`src/rtl/core/assert_macros.svh`:
```
// ----------------------------------------------------------------------------
// Assertion macros shared by the merge block
// Define NO_ASSERTIONS to compile every use down to nothing.
// ----------------------------------------------------------------------------
`ifndef ASSERT_MACROS_SVH
`define ASSERT_MACROS_SVH

`ifndef NO_ASSERTIONS

// Check a property on every rising clock edge outside reset
`define KWM_ASSERT(lbl, clk, rst_n, prop, msg) \
  lbl: assert property (@(posedge clk) disable iff (!rst_n) prop) else $error(msg);

// Check that an expression is never true outside reset
`define KWM_NEVER(lbl, clk, rst_n, expr, msg) \
  lbl: assert property (@(posedge clk) disable iff (!rst_n) !(expr)) else $error(msg);

`else

`define KWM_ASSERT(lbl, clk, rst_n, prop, msg)
`define KWM_NEVER(lbl, clk, rst_n, expr, msg)

`endif

`endif

```
`src/rtl/core/kwm_pkg.sv`:
```
// ----------------------------------------------------------------------------
// kwm_pkg
// Types, sizes and the heap ordering for the k-way sorted merge.
// ----------------------------------------------------------------------------
package kwm_pkg;

  // Capacity and value width
  localparam int MAX_LISTS  = 16;
  localparam int VALUE_BITS = 32;

  // Fixed field widths of the ports
  localparam int STREAM_W = 4;
  localparam int CFG_W    = 5;

  // Derived sizes
  localparam int IDX_W   = $clog2(MAX_LISTS);
  localparam int CNT_W   = $clog2(MAX_LISTS + 1);
  localparam int KID_W   = IDX_W + 2;
  localparam int CMP_W   = (CNT_W > CFG_W) ? CNT_W + 1 : CFG_W + 1;
  localparam int ENTRY_W = STREAM_W + VALUE_BITS;

  // One heap entry: a stream head
  typedef struct packed {
    logic [STREAM_W-1:0]          stream;
    logic signed [VALUE_BITS-1:0] value;
  } head_t;

  // Sequencer states
  typedef enum logic [3:0] {
    S_IDLE,
    S_UP,
    S_UPFIN,
    S_POST,
    S_TOP,
    S_LAST,
    S_DN0,
    S_DN1,
    S_DN2
  } state_e;

  // What the root read serves
  typedef enum logic {
    MODE_POP,
    MODE_REPLACE
  } top_mode_e;

  // Strict order: value first, lower stream wins a tie
  function automatic logic head_less(head_t a, head_t b);
    logic lt;
    if (a.value != b.value) begin
      lt = (a.value < b.value);
    end else begin
      lt = (a.stream < b.stream);
    end
    return lt;
  endfunction

  // Parent slot of a heap position
  function automatic logic [IDX_W-1:0] parent_of(logic [IDX_W-1:0] i);
    logic [IDX_W-1:0] m;
    m = i - IDX_W'(1);
    return m >> 1;
  endfunction

endpackage

```
`src/rtl/core/kwm_ram.sv`:
```
// ----------------------------------------------------------------------------
// kwm_ram
// Generic simple dual-port RAM: one write port, one registered read port.
// ----------------------------------------------------------------------------
module kwm_ram #(
  parameter int WIDTH = 8,
  parameter int DEPTH = 16
) (
  input  logic                     clk_i,
  input  logic                     we_i,
  input  logic [$clog2(DEPTH)-1:0] waddr_i,
  input  logic [WIDTH-1:0]         wdata_i,
  input  logic                     re_i,
  input  logic [$clog2(DEPTH)-1:0] raddr_i,
  output logic [WIDTH-1:0]         rdata_o
);

  logic [WIDTH-1:0] mem_q [DEPTH];
  logic [WIDTH-1:0] rdata_q;

  // Write the array
  always_ff @(posedge clk_i) begin
    if (we_i) begin
      mem_q[waddr_i] <= wdata_i;
    end
  end

  // Register the read data
  always_ff @(posedge clk_i) begin
    if (re_i) begin
      rdata_q <= mem_q[raddr_i];
    end
  end

  assign rdata_o = rdata_q;

endmodule

```
`src/rtl/core/k_way_sorted_merge.sv`:
```
// ----------------------------------------------------------------------------
// k_way_sorted_merge
// Min-heap merge of up to MAX_LISTS ascending streams into one stream.
// ----------------------------------------------------------------------------
// Usage:
//   Write list_count through cfg_we_i/cfg_wdata_i while the block is idle.
//   A transfer happens at an edge where start is high and busy is low. First
//   load one item per stream (head value or end mark); the load that
//   completes the count pops the smallest head. From then on each transfer
//   must refill the stream named by the last source_stream_o; an item for
//   another stream is dropped. Each result shows for one cycle with
//   result_valid_o and cannot be stalled. last_result_o closes a merge,
//   all_empty_o flags a merge in which no stream had data.
// Flow:
//   A load climbs the heap (S_UP, S_UPFIN); an end mark or a load into an empty
//   heap goes straight to S_POST. A refill or end mark into an empty heap is
//   passed out at once; any other refill reads the root (S_TOP), which ends
//   there when the refill is the new minimum or the pop empties the heap, else
//   sifts down. The heap sits in one RAM with a single read port, so each
//   sift-down level costs two child reads and a compare. The final load adds its
//   pop. A result shows in the cycle right after the transfer for a refill into
//   an empty heap and after the root read (S_TOP) otherwise; the sift
//   keeps running behind busy.
// Reset: clears heap size, load count and phase; list_count returns to 16.
//   The RAM is not cleared: only entries below the heap size are read.
// ----------------------------------------------------------------------------
`include "assert_macros.svh"

module k_way_sorted_merge
  import kwm_pkg::*;
(
  input  logic                         clk_i,
  input  logic                         rst_ni,
  // configuration
  input  logic                         cfg_we_i,
  input  logic [CFG_W-1:0]             cfg_wdata_i,
  // input items
  input  logic                         start,
  output logic                         busy,
  input  logic [STREAM_W-1:0]          stream_index_i,
  input  logic signed [VALUE_BITS-1:0] element_value_i,
  input  logic                         stream_done_i,
  // results
  output logic                         result_valid_o,
  output logic signed [VALUE_BITS-1:0] merged_value_o,
  output logic [STREAM_W-1:0]          source_stream_o,
  output logic                         last_result_o,
  output logic                         all_empty_o
);

  // Control state
  state_e              state_q, state_d;
  top_mode_e           mode_q, mode_d;
  logic                phase_q, phase_d;
  logic                end_q, end_d;
  logic [CNT_W-1:0]    heap_size_q, heap_size_d;
  logic [CNT_W-1:0]    loads_q, loads_d;
  logic [STREAM_W-1:0] refill_q, refill_d;
  logic [CFG_W-1:0]    list_count_q;
  logic [IDX_W-1:0]    idx_q, idx_d;

  // Moving entry and left child
  head_t x_q, x_d;
  head_t cl_q, cl_d;

  // Result registers
  logic                         result_valid_q, result_valid_d;
  logic signed [VALUE_BITS-1:0] merged_value_q, merged_value_d;
  logic [STREAM_W-1:0]          source_stream_q, source_stream_d;
  logic                         last_result_q, last_result_d;
  logic                         all_empty_q, all_empty_d;

  // RAM port
  logic               ram_we, ram_re;
  logic [IDX_W-1:0]   ram_waddr, ram_raddr;
  head_t              ram_wdata, rd;
  logic [ENTRY_W-1:0] ram_rdata;

  // Helpers
  logic [CNT_W-1:0] eff_count;
  logic [KID_W-1:0] left_idx, right_idx, size_ext;
  logic             left_ok, right_ok, right_wins;
  logic [IDX_W-1:0] up_parent, size_m1;
  head_t            child;
  logic [IDX_W-1:0] child_idx;
  head_t            in_head;

  assign rd      = ram_rdata;
  assign in_head = '{stream: stream_index_i, value: element_value_i};

  // Clamp the configured count into 1..MAX_LISTS
  always_comb begin
    if (list_count_q == '0) begin
      eff_count = CNT_W'(1);
    end else if (CMP_W'(list_count_q) > CMP_W'(MAX_LISTS)) begin
      eff_count = CNT_W'(MAX_LISTS);
    end else begin
      eff_count = CNT_W'(list_count_q);
    end
  end

  // Child slots of the current position
  assign left_idx   = {1'b0, idx_q, 1'b1};
  assign right_idx  = left_idx + KID_W'(1);
  assign size_ext   = KID_W'(heap_size_q);
  assign left_ok    = (left_idx < size_ext);
  assign right_ok   = (right_idx < size_ext);
  assign right_wins = right_ok && head_less(rd, cl_q);
  assign child      = right_wins ? rd : cl_q;
  assign child_idx  = right_wins ? right_idx[IDX_W-1:0] : left_idx[IDX_W-1:0];
  assign up_parent  = parent_of(idx_q);
  assign size_m1    = heap_size_q[IDX_W-1:0] - IDX_W'(1);

  // Next state, RAM accesses and results
  always_comb begin
    state_d         = state_q;
    mode_d          = mode_q;
    phase_d         = phase_q;
    end_d           = end_q;
    heap_size_d     = heap_size_q;
    loads_d         = loads_q;
    refill_d        = refill_q;
    idx_d           = idx_q;
    x_d             = x_q;
    cl_d            = cl_q;
    result_valid_d  = 1'b0;
    merged_value_d  = merged_value_q;
    source_stream_d = source_stream_q;
    last_result_d   = last_result_q;
    all_empty_d     = all_empty_q;
    ram_we          = 1'b0;
    ram_waddr       = idx_q;
    ram_wdata       = x_q;
    ram_re          = 1'b0;
    ram_raddr       = '0;

    case (state_q)
      S_IDLE: begin
        if (start) begin
          x_d = in_head;
          if (!phase_q) begin
            // Load one stream head
            loads_d = loads_q + CNT_W'(1);
            end_d   = ({1'b0, loads_q} + (CNT_W+1)'(1)) >= {1'b0, eff_count};
            if (stream_done_i || heap_size_q == CNT_W'(MAX_LISTS)) begin
              state_d = S_POST;
            end else if (heap_size_q == '0) begin
              ram_we      = 1'b1;
              ram_waddr   = '0;
              ram_wdata   = in_head;
              heap_size_d = CNT_W'(1);
              state_d     = S_POST;
            end else begin
              idx_d       = heap_size_q[IDX_W-1:0];
              heap_size_d = heap_size_q + CNT_W'(1);
              ram_re      = 1'b1;
              ram_raddr   = parent_of(heap_size_q[IDX_W-1:0]);
              state_d     = S_UP;
            end
          end else if (stream_index_i == refill_q) begin
            if (heap_size_q == '0) begin
              // Nothing else waits: pass the refill straight out, or close
              result_valid_d  = 1'b1;
              source_stream_d = stream_index_i;
              all_empty_d     = 1'b0;
              if (stream_done_i) begin
                merged_value_d = '0;
                last_result_d  = 1'b1;
                heap_size_d    = '0;
                loads_d        = '0;
                phase_d        = 1'b0;
                refill_d       = '0;
              end else begin
                merged_value_d = element_value_i;
                last_result_d  = 1'b0;
              end
            end else begin
              mode_d    = stream_done_i ? MODE_POP : MODE_REPLACE;
              ram_re    = 1'b1;
              ram_raddr = '0;
              state_d   = S_TOP;
            end
          end
        end
      end

      S_UP: begin
        // Climb while the new entry beats its parent
        if (head_less(x_q, rd)) begin
          ram_we    = 1'b1;
          ram_waddr = idx_q;
          ram_wdata = rd;
          idx_d     = up_parent;
          if (up_parent == '0) begin
            state_d = S_UPFIN;
          end else begin
            ram_re    = 1'b1;
            ram_raddr = parent_of(up_parent);
          end
        end else begin
          ram_we    = 1'b1;
          ram_waddr = idx_q;
          ram_wdata = x_q;
          state_d   = S_POST;
        end
      end

      S_UPFIN: begin
        ram_we    = 1'b1;
        ram_waddr = '0;
        ram_wdata = x_q;
        state_d   = S_POST;
      end

      S_POST: begin
        // At the end of the load phase pop the first head, or close an empty merge
        if (end_q) begin
          if (heap_size_q == '0) begin
            result_valid_d  = 1'b1;
            merged_value_d  = '0;
            source_stream_d = '0;
            last_result_d   = 1'b1;
            all_empty_d     = 1'b1;
            heap_size_d     = '0;
            loads_d         = '0;
            phase_d         = 1'b0;
            refill_d        = '0;
            state_d         = S_IDLE;
          end else begin
            mode_d    = MODE_POP;
            ram_re    = 1'b1;
            ram_raddr = '0;
            state_d   = S_TOP;
          end
        end else begin
          state_d = S_IDLE;
        end
      end

      S_TOP: begin
        result_valid_d = 1'b1;
        last_result_d  = 1'b0;
        all_empty_d    = 1'b0;
        phase_d        = 1'b1;
        if (mode_q == MODE_REPLACE && head_less(x_q, rd)) begin
          // Refill is the new minimum: heap stays as it is
          merged_value_d  = x_q.value;
          source_stream_d = x_q.stream;
          refill_d        = x_q.stream;
          state_d         = S_IDLE;
        end else if (mode_q == MODE_REPLACE) begin
          // Emit the root, sink the refill from the top
          merged_value_d  = rd.value;
          source_stream_d = rd.stream;
          refill_d        = rd.stream;
          idx_d           = '0;
          state_d         = S_DN0;
        end else begin
          // Emit the root, move the last entry up to sink
          merged_value_d  = rd.value;
          source_stream_d = rd.stream;
          refill_d        = rd.stream;
          heap_size_d     = heap_size_q - CNT_W'(1);
          if (heap_size_q == CNT_W'(1)) begin
            state_d = S_IDLE;
          end else begin
            ram_re    = 1'b1;
            ram_raddr = size_m1;
            state_d   = S_LAST;
          end
        end
      end

      S_LAST: begin
        x_d     = rd;
        idx_d   = '0;
        state_d = S_DN0;
      end

      S_DN0: begin
        if (left_ok) begin
          ram_re    = 1'b1;
          ram_raddr = left_idx[IDX_W-1:0];
          state_d   = S_DN1;
        end else begin
          ram_we    = 1'b1;
          ram_waddr = idx_q;
          ram_wdata = x_q;
          state_d   = S_IDLE;
        end
      end

      S_DN1: begin
        cl_d = rd;
        if (right_ok) begin
          ram_re    = 1'b1;
          ram_raddr = right_idx[IDX_W-1:0];
        end
        state_d = S_DN2;
      end

      S_DN2: begin
        // Swap down while the smaller child beats the moving entry
        ram_we    = 1'b1;
        ram_waddr = idx_q;
        if (head_less(child, x_q)) begin
          ram_wdata = child;
          idx_d     = child_idx;
          state_d   = S_DN0;
        end else begin
          ram_wdata = x_q;
          state_d   = S_IDLE;
        end
      end

      default: begin
        state_d = S_IDLE;
      end
    endcase
  end

  // Control registers
  always_ff @(posedge clk_i or negedge rst_ni) begin
    if (!rst_ni) begin
      state_q        <= S_IDLE;
      mode_q         <= MODE_POP;
      phase_q        <= 1'b0;
      end_q          <= 1'b0;
      heap_size_q    <= '0;
      loads_q        <= '0;
      refill_q       <= '0;
      list_count_q   <= CFG_W'(16);
      result_valid_q <= 1'b0;
    end else begin
      state_q        <= state_d;
      mode_q         <= mode_d;
      phase_q        <= phase_d;
      end_q          <= end_d;
      heap_size_q    <= heap_size_d;
      loads_q        <= loads_d;
      refill_q       <= refill_d;
      result_valid_q <= result_valid_d;
      if (cfg_we_i) begin
        list_count_q <= cfg_wdata_i;
      end
    end
  end

  // Payload registers
  always_ff @(posedge clk_i) begin
    idx_q           <= idx_d;
    x_q             <= x_d;
    cl_q            <= cl_d;
    merged_value_q  <= merged_value_d;
    source_stream_q <= source_stream_d;
    last_result_q   <= last_result_d;
    all_empty_q     <= all_empty_d;
  end

  // Heap storage
  kwm_ram #(
    .WIDTH(ENTRY_W),
    .DEPTH(MAX_LISTS)
  ) u_heap_ram (
    .clk_i  (clk_i),
    .we_i   (ram_we),
    .waddr_i(ram_waddr),
    .wdata_i(ram_wdata),
    .re_i   (ram_re),
    .raddr_i(ram_raddr),
    .rdata_o(ram_rdata)
  );

  assign busy            = (state_q != S_IDLE);
  assign result_valid_o  = result_valid_q;
  assign merged_value_o  = merged_value_q;
  assign source_stream_o = source_stream_q;
  assign last_result_o   = last_result_q;
  assign all_empty_o     = all_empty_q;

  // Checks
  `KWM_NEVER(a_size_bound, clk_i, rst_ni,
             heap_size_q > CNT_W'(MAX_LISTS), "heap size over capacity")
  `KWM_NEVER(a_ram_collide, clk_i, rst_ni,
             ram_we && ram_re && ram_waddr == ram_raddr, "RAM read and write hit one entry")
  `KWM_ASSERT(a_result_src, clk_i, rst_ni,
              result_valid_q |-> $past(state_q != S_IDLE || start), "result without work")
  `KWM_ASSERT(a_last_restart, clk_i, rst_ni,
              result_valid_q && last_result_q |-> !phase_q && heap_size_q == '0 && loads_q == '0,
              "closing result left merge state")
  `KWM_ASSERT(a_refill_track, clk_i, rst_ni,
              result_valid_q && !last_result_q |-> phase_q && refill_q == source_stream_q,
              "refill stream does not follow result")

endmodule

```
`config.mk`:
```
export PLATFORM = sky130hd
export DESIGN_NAME = k_way_sorted_merge
export DESIGN_NICKNAME = d
export VERILOG_FILES = /design/src/rtl/core/kwm_pkg.sv /design/src/rtl/core/kwm_ram.sv /design/src/rtl/core/k_way_sorted_merge.sv
export VERILOG_INCLUDE_DIRS = /design/src /design/src/rtl/core
export SDC_FILE = /design/constraint.sdc
export NUM_CORES = 1
export LEC_CHECK = 0
export ABC_CLOCK_PERIOD_IN_PS = 16200
export BUFFER_PORTS_ARGS = -buffer_cell sky130_fd_sc_hd__buf_2
export CORE_ASPECT_RATIO = 0.5
export CORE_MARGIN = 4
export CORE_UTILIZATION = 55
export CTS_CLUSTER_SIZE = 8
export DETAILED_ROUTE_END_ITERATION = 6
export GPL_TIMING_DRIVEN = 0
export PLACE_DENSITY = 0.83
export SLEW_MARGIN = 20
export SYNTH_ARGS = -nofsm -noshare
export SYNTH_HDL_FRONTEND = slang
export SYNTH_SLANG_ARGS = --single-unit
```
`constraint.sdc`:
```
create_clock -name clk_i -period 16.2 [get_ports clk_i]
set_input_delay 3.24 -clock clk_i [delete_from_list [all_inputs] [get_ports clk_i]]
set_output_delay 3.24 -clock clk_i [all_outputs]
set_load 0.03 [all_outputs]
```
==> results.ini <==
[synthesis]
yosysWarningCount=0
synth-seq-cells=753
synth_area_leaders=edfxtp_1, mux2i_1, ha_1, mux2_2, o21ai_0
synth_edf_count=726
ys_seq_area_frac=0.6503
synth_top_cell_by_area=edfxtp_1
synth_cells=2477
synthFlopType=edfxtp_1
syn_avg_cell_area_um2=13.95
yosys.cell_types.count=68
async_flop_share=0.03586
synth_top_area_share=0.6307
synthesis.area_um2=34570
syn-num-nets=2649

[sta]
fmax_ghz=0.1127
skew_ps=53.83
worst_slew_pin_slew_ps=1105
hold_violations=0
fin_setup_tns_ps=0
relSlewSlack=0.2630
finalCritPeriodShare=0.5478
maxSlewViolCount=0
rsz0062_at_grt=no
finalSetupViolCount=0
layout_min_cycle_time_ps=8874

[grt]
grt_max_degree=37
grt_pass1_wl_um=150400
grt_pass1_vias=23503
overflow=0
track_usage=0.3048
antenna_found_initial=5

[worst_setup_path]
critical_path_class=reg -> reg
endpoint=u_heap_ram.mem_q[1][14]$_DFFE_PP_
endpoint_kind=flop
cp_max_fo=16
r2r_slack_ps=7330
slowest_stage=a221o_1
r2r-start=idx_q[0]$_DFFE_PP_
cp-start-kind=flop
r2r_cells=23
arrival_ps=9180
cp_cell_sequence=clkbuf_1 -> inv_1 -> ha_1 -> ha_1 -> a21oi_1 -> a21oi_1 -> nor2_1 -> nor3b_1 -> a32oi_1 -> nand2_1 -> clkbuf_1 -> buf_1 -> o21ai_0 -> ha_1 -> nand4_1 -> nor4_1 -> nand3_1 -> a211o_1 -> nor3b_1 -> mux2i_1 -> a21oi_1 -> clkbuf_1 -> a221o_1
reg2reg_to=u_heap_ram.mem_q[1][14]$_DFFE_PP_
crit_start=idx_q[0]$_DFFE_PP_
cp.required_ps=16500
critPathMaxStageDelay_ps=950

[routing]
wl_um=103200
vias=23842
wl_per_cell_um=29.05
drt_pass1_iterations=6
drt_iter0_drc=3885
ant_nets=0
vias_per_cell=6.712
drc=0

[floorplanning]
io_pins=86
dieHeight_um=185.3
core_area_um2=61660
initial_core_util=0.5606
die_w_um=362.5
dieArea_um2=67160
num_rows=64

[cts]
clk_pin_slew_ps=50
cts_num_sinks=753
ctsHoldBuffers=0
cts_resized=0
clk_latency_ps=670
cts_tree=built
numCtsBuffers=104
post-cts-setup-buffers=0
htreeDepth=3
cts-root-buf=clkbuf_16
clock_path_buffers=3

[pwr]
p_per_area_nw_per_um2=152.9
ir_drop_mv=0.08384
total_leakage_power_nw=14.92
power_mw=6.072

[layout]
fin_cells=3552
final_common_cell=edfxtp_1
fillCellCount=4114
drive_above_1_share=0.1657
nets=2874
synthToLayoutAreaGrowth_pct=14.87
layout_common_cells=edfxtp_1, mux2i_1, nand2_1, inv_1, ha_1

[flow_run]
cap_viol_max_count=0

[run_status]
status=finished clean

[placed_design]
place.gp.congestion=0.9853
port_buffers=85
placedCellCount=3421
place_hpwl_um=68930

[hold_path]
hold_class=reg -> reg

critical path: cells and delay by family, from the launching register on:
| family | cells | cell delay [ps] |
|---|---|---|
| simple gates | 7 | 2140 |
| mux | 1 | 120 |
| flops | 1 | 350 |
| buf+inv | 5 | 2100 |
| fa+ha+maj | 3 | 1220 |
| compound gates | 7 | 2590 |
worst min-delay path by stage:
stage	start	to	slack [ps]	cells past startpoint
floorplan	refill_q[0]$_DFFE_PN0P_	refill_q[0]$_DFFE_PN0P_	470	1
global placement	refill_q[3]$_DFFE_PN0P_	refill_q[3]$_DFFE_PN0P_	480	1
detailed placement	refill_q[2]$_DFFE_PN0P_	refill_q[2]$_DFFE_PN0P_	490	1
CTS	refill_q[2]$_DFFE_PN0P_	refill_q[2]$_DFFE_PN0P_	500	1
global route	refill_q[2]$_DFFE_PN0P_	refill_q[2]$_DFFE_PN0P_	520	1
finish	refill_q[3]$_DFFE_PN0P_	refill_q[3]$_DFFE_PN0P_	500	1
sequential cells by signal, summed over array words and instances, names as in the netlist:
| register | flops |
|---|---|
| cl_q | 36 |
| u_heap_ram.rdata_o | 36 |
| idx_q | 4 |
| loads_q | 5 |
| last_result_o | 1 |
| phase_q | 1 |
| heap_size_q | 5 |
| result_valid_o | 1 |
| x_q | 36 |
| source_stream_o | 4 |
| state_q | 4 |
| u_heap_ram.mem_q | 576 |
| all_empty_o | 1 |
| refill_q | 4 |
| end_q | 1 |
| list_count_q | 5 |
| mode_q | 1 |
| merged_value_o | 32 |
Yosys cell counts, types with 14 or more instances:
cell / number
nand3_1: 43
dfrtp_1: 26
a221oi_1: 15
edfxtp_1: 726
o21ai_0: 137
clkbuf_1: 58
a22o_1: 40
nor2_1: 88
a221o_1: 22
a21oi_1: 116
or4_1: 36
ha_1: 126
a21o_1: 19
mux2i_1: 225
buf_2: 37
xnor2_1: 14
o22ai_1: 108
nor3_1: 25
inv_1: 130
mux2_2: 82
nand4_1: 23
nand2_1: 179
mux2_4: 32
kinds of logic (layout without fill, tap and decap cells):
logic type      after synthesis  in the layout  share of synthesized area
other cells                   0              6                          0
fa+ha+maj                   126            126                    0.04561
buf+inv                     248            492                    0.03109
flops                       753            753                     0.6503
mux                         339            339                     0.1058
xor+xnor                     18             18                   0.004561
simple gates                454            454                    0.06273
compound gates              539            539                    0.09994
area by class of cell:
class | instances | area [µm²] | area share
antenna | 6 | 15.01 | 0.0003781
buffer | 118 | 586.8 | 0.01478
clock buffer | 119 | 2669 | 0.06721
sequential | 753 | 22480 | 0.5661
multi-input combinational | 1476 | 11230 | 0.2829
clock inverter | 6 | 137.6 | 0.003466
tap | 825 | 1032 | 0.02600
timing repair buffer | 119 | 1066 | 0.02685
inverter | 130 | 488.0 | 0.01229
power breakdown:
| group | internal (mW) | switching, mW |
|---|---|---|
| Clock | 1.16 | 0.793 |
| Combinational | 0.482 | 1.08 |
| Sequential | 2.45 | 0.109 |
| Total | 4.09 | 1.98 |
through the flow:
step / hold slack (ps) / worst slack [ps] / utilization / cell area (µm²)
5_1_grt: 519.5 / 6966 / 0.6438 / 39700
2_1_floorplan: 470.6 / 9041 / - / 34570
3_5_place_dp: 490.9 / 7793 / 0.5981 / 36880
6_report: 500.5 / 7326 / 0.6440 / 39710
3_3_place_gp: 480.6 / 7414 / 0.5842 / 36020
4_1_cts: 502.4 / 7633 / 0.6436 / 39680
metal layers:
| layer | routed length, µm | share of wire | track usage | up-vias |
|---|---|---|---|---|
| li1 | - | - | - | 10017 |
| met1 | 39590 | 0.38 | 0.4243 | 11583 |
| met4 | 3964 | 0.038 | 0.1220 | 4 |
| met5 | 26 | 0.00025 | 0 | - |
| met2 | 44820 | 0.43 | 0.4579 | 1902 |
| met3 | 14780 | 0.14 | 0.08597 | 336 |
No activity file was read; power rests on OpenSTA's default activity.
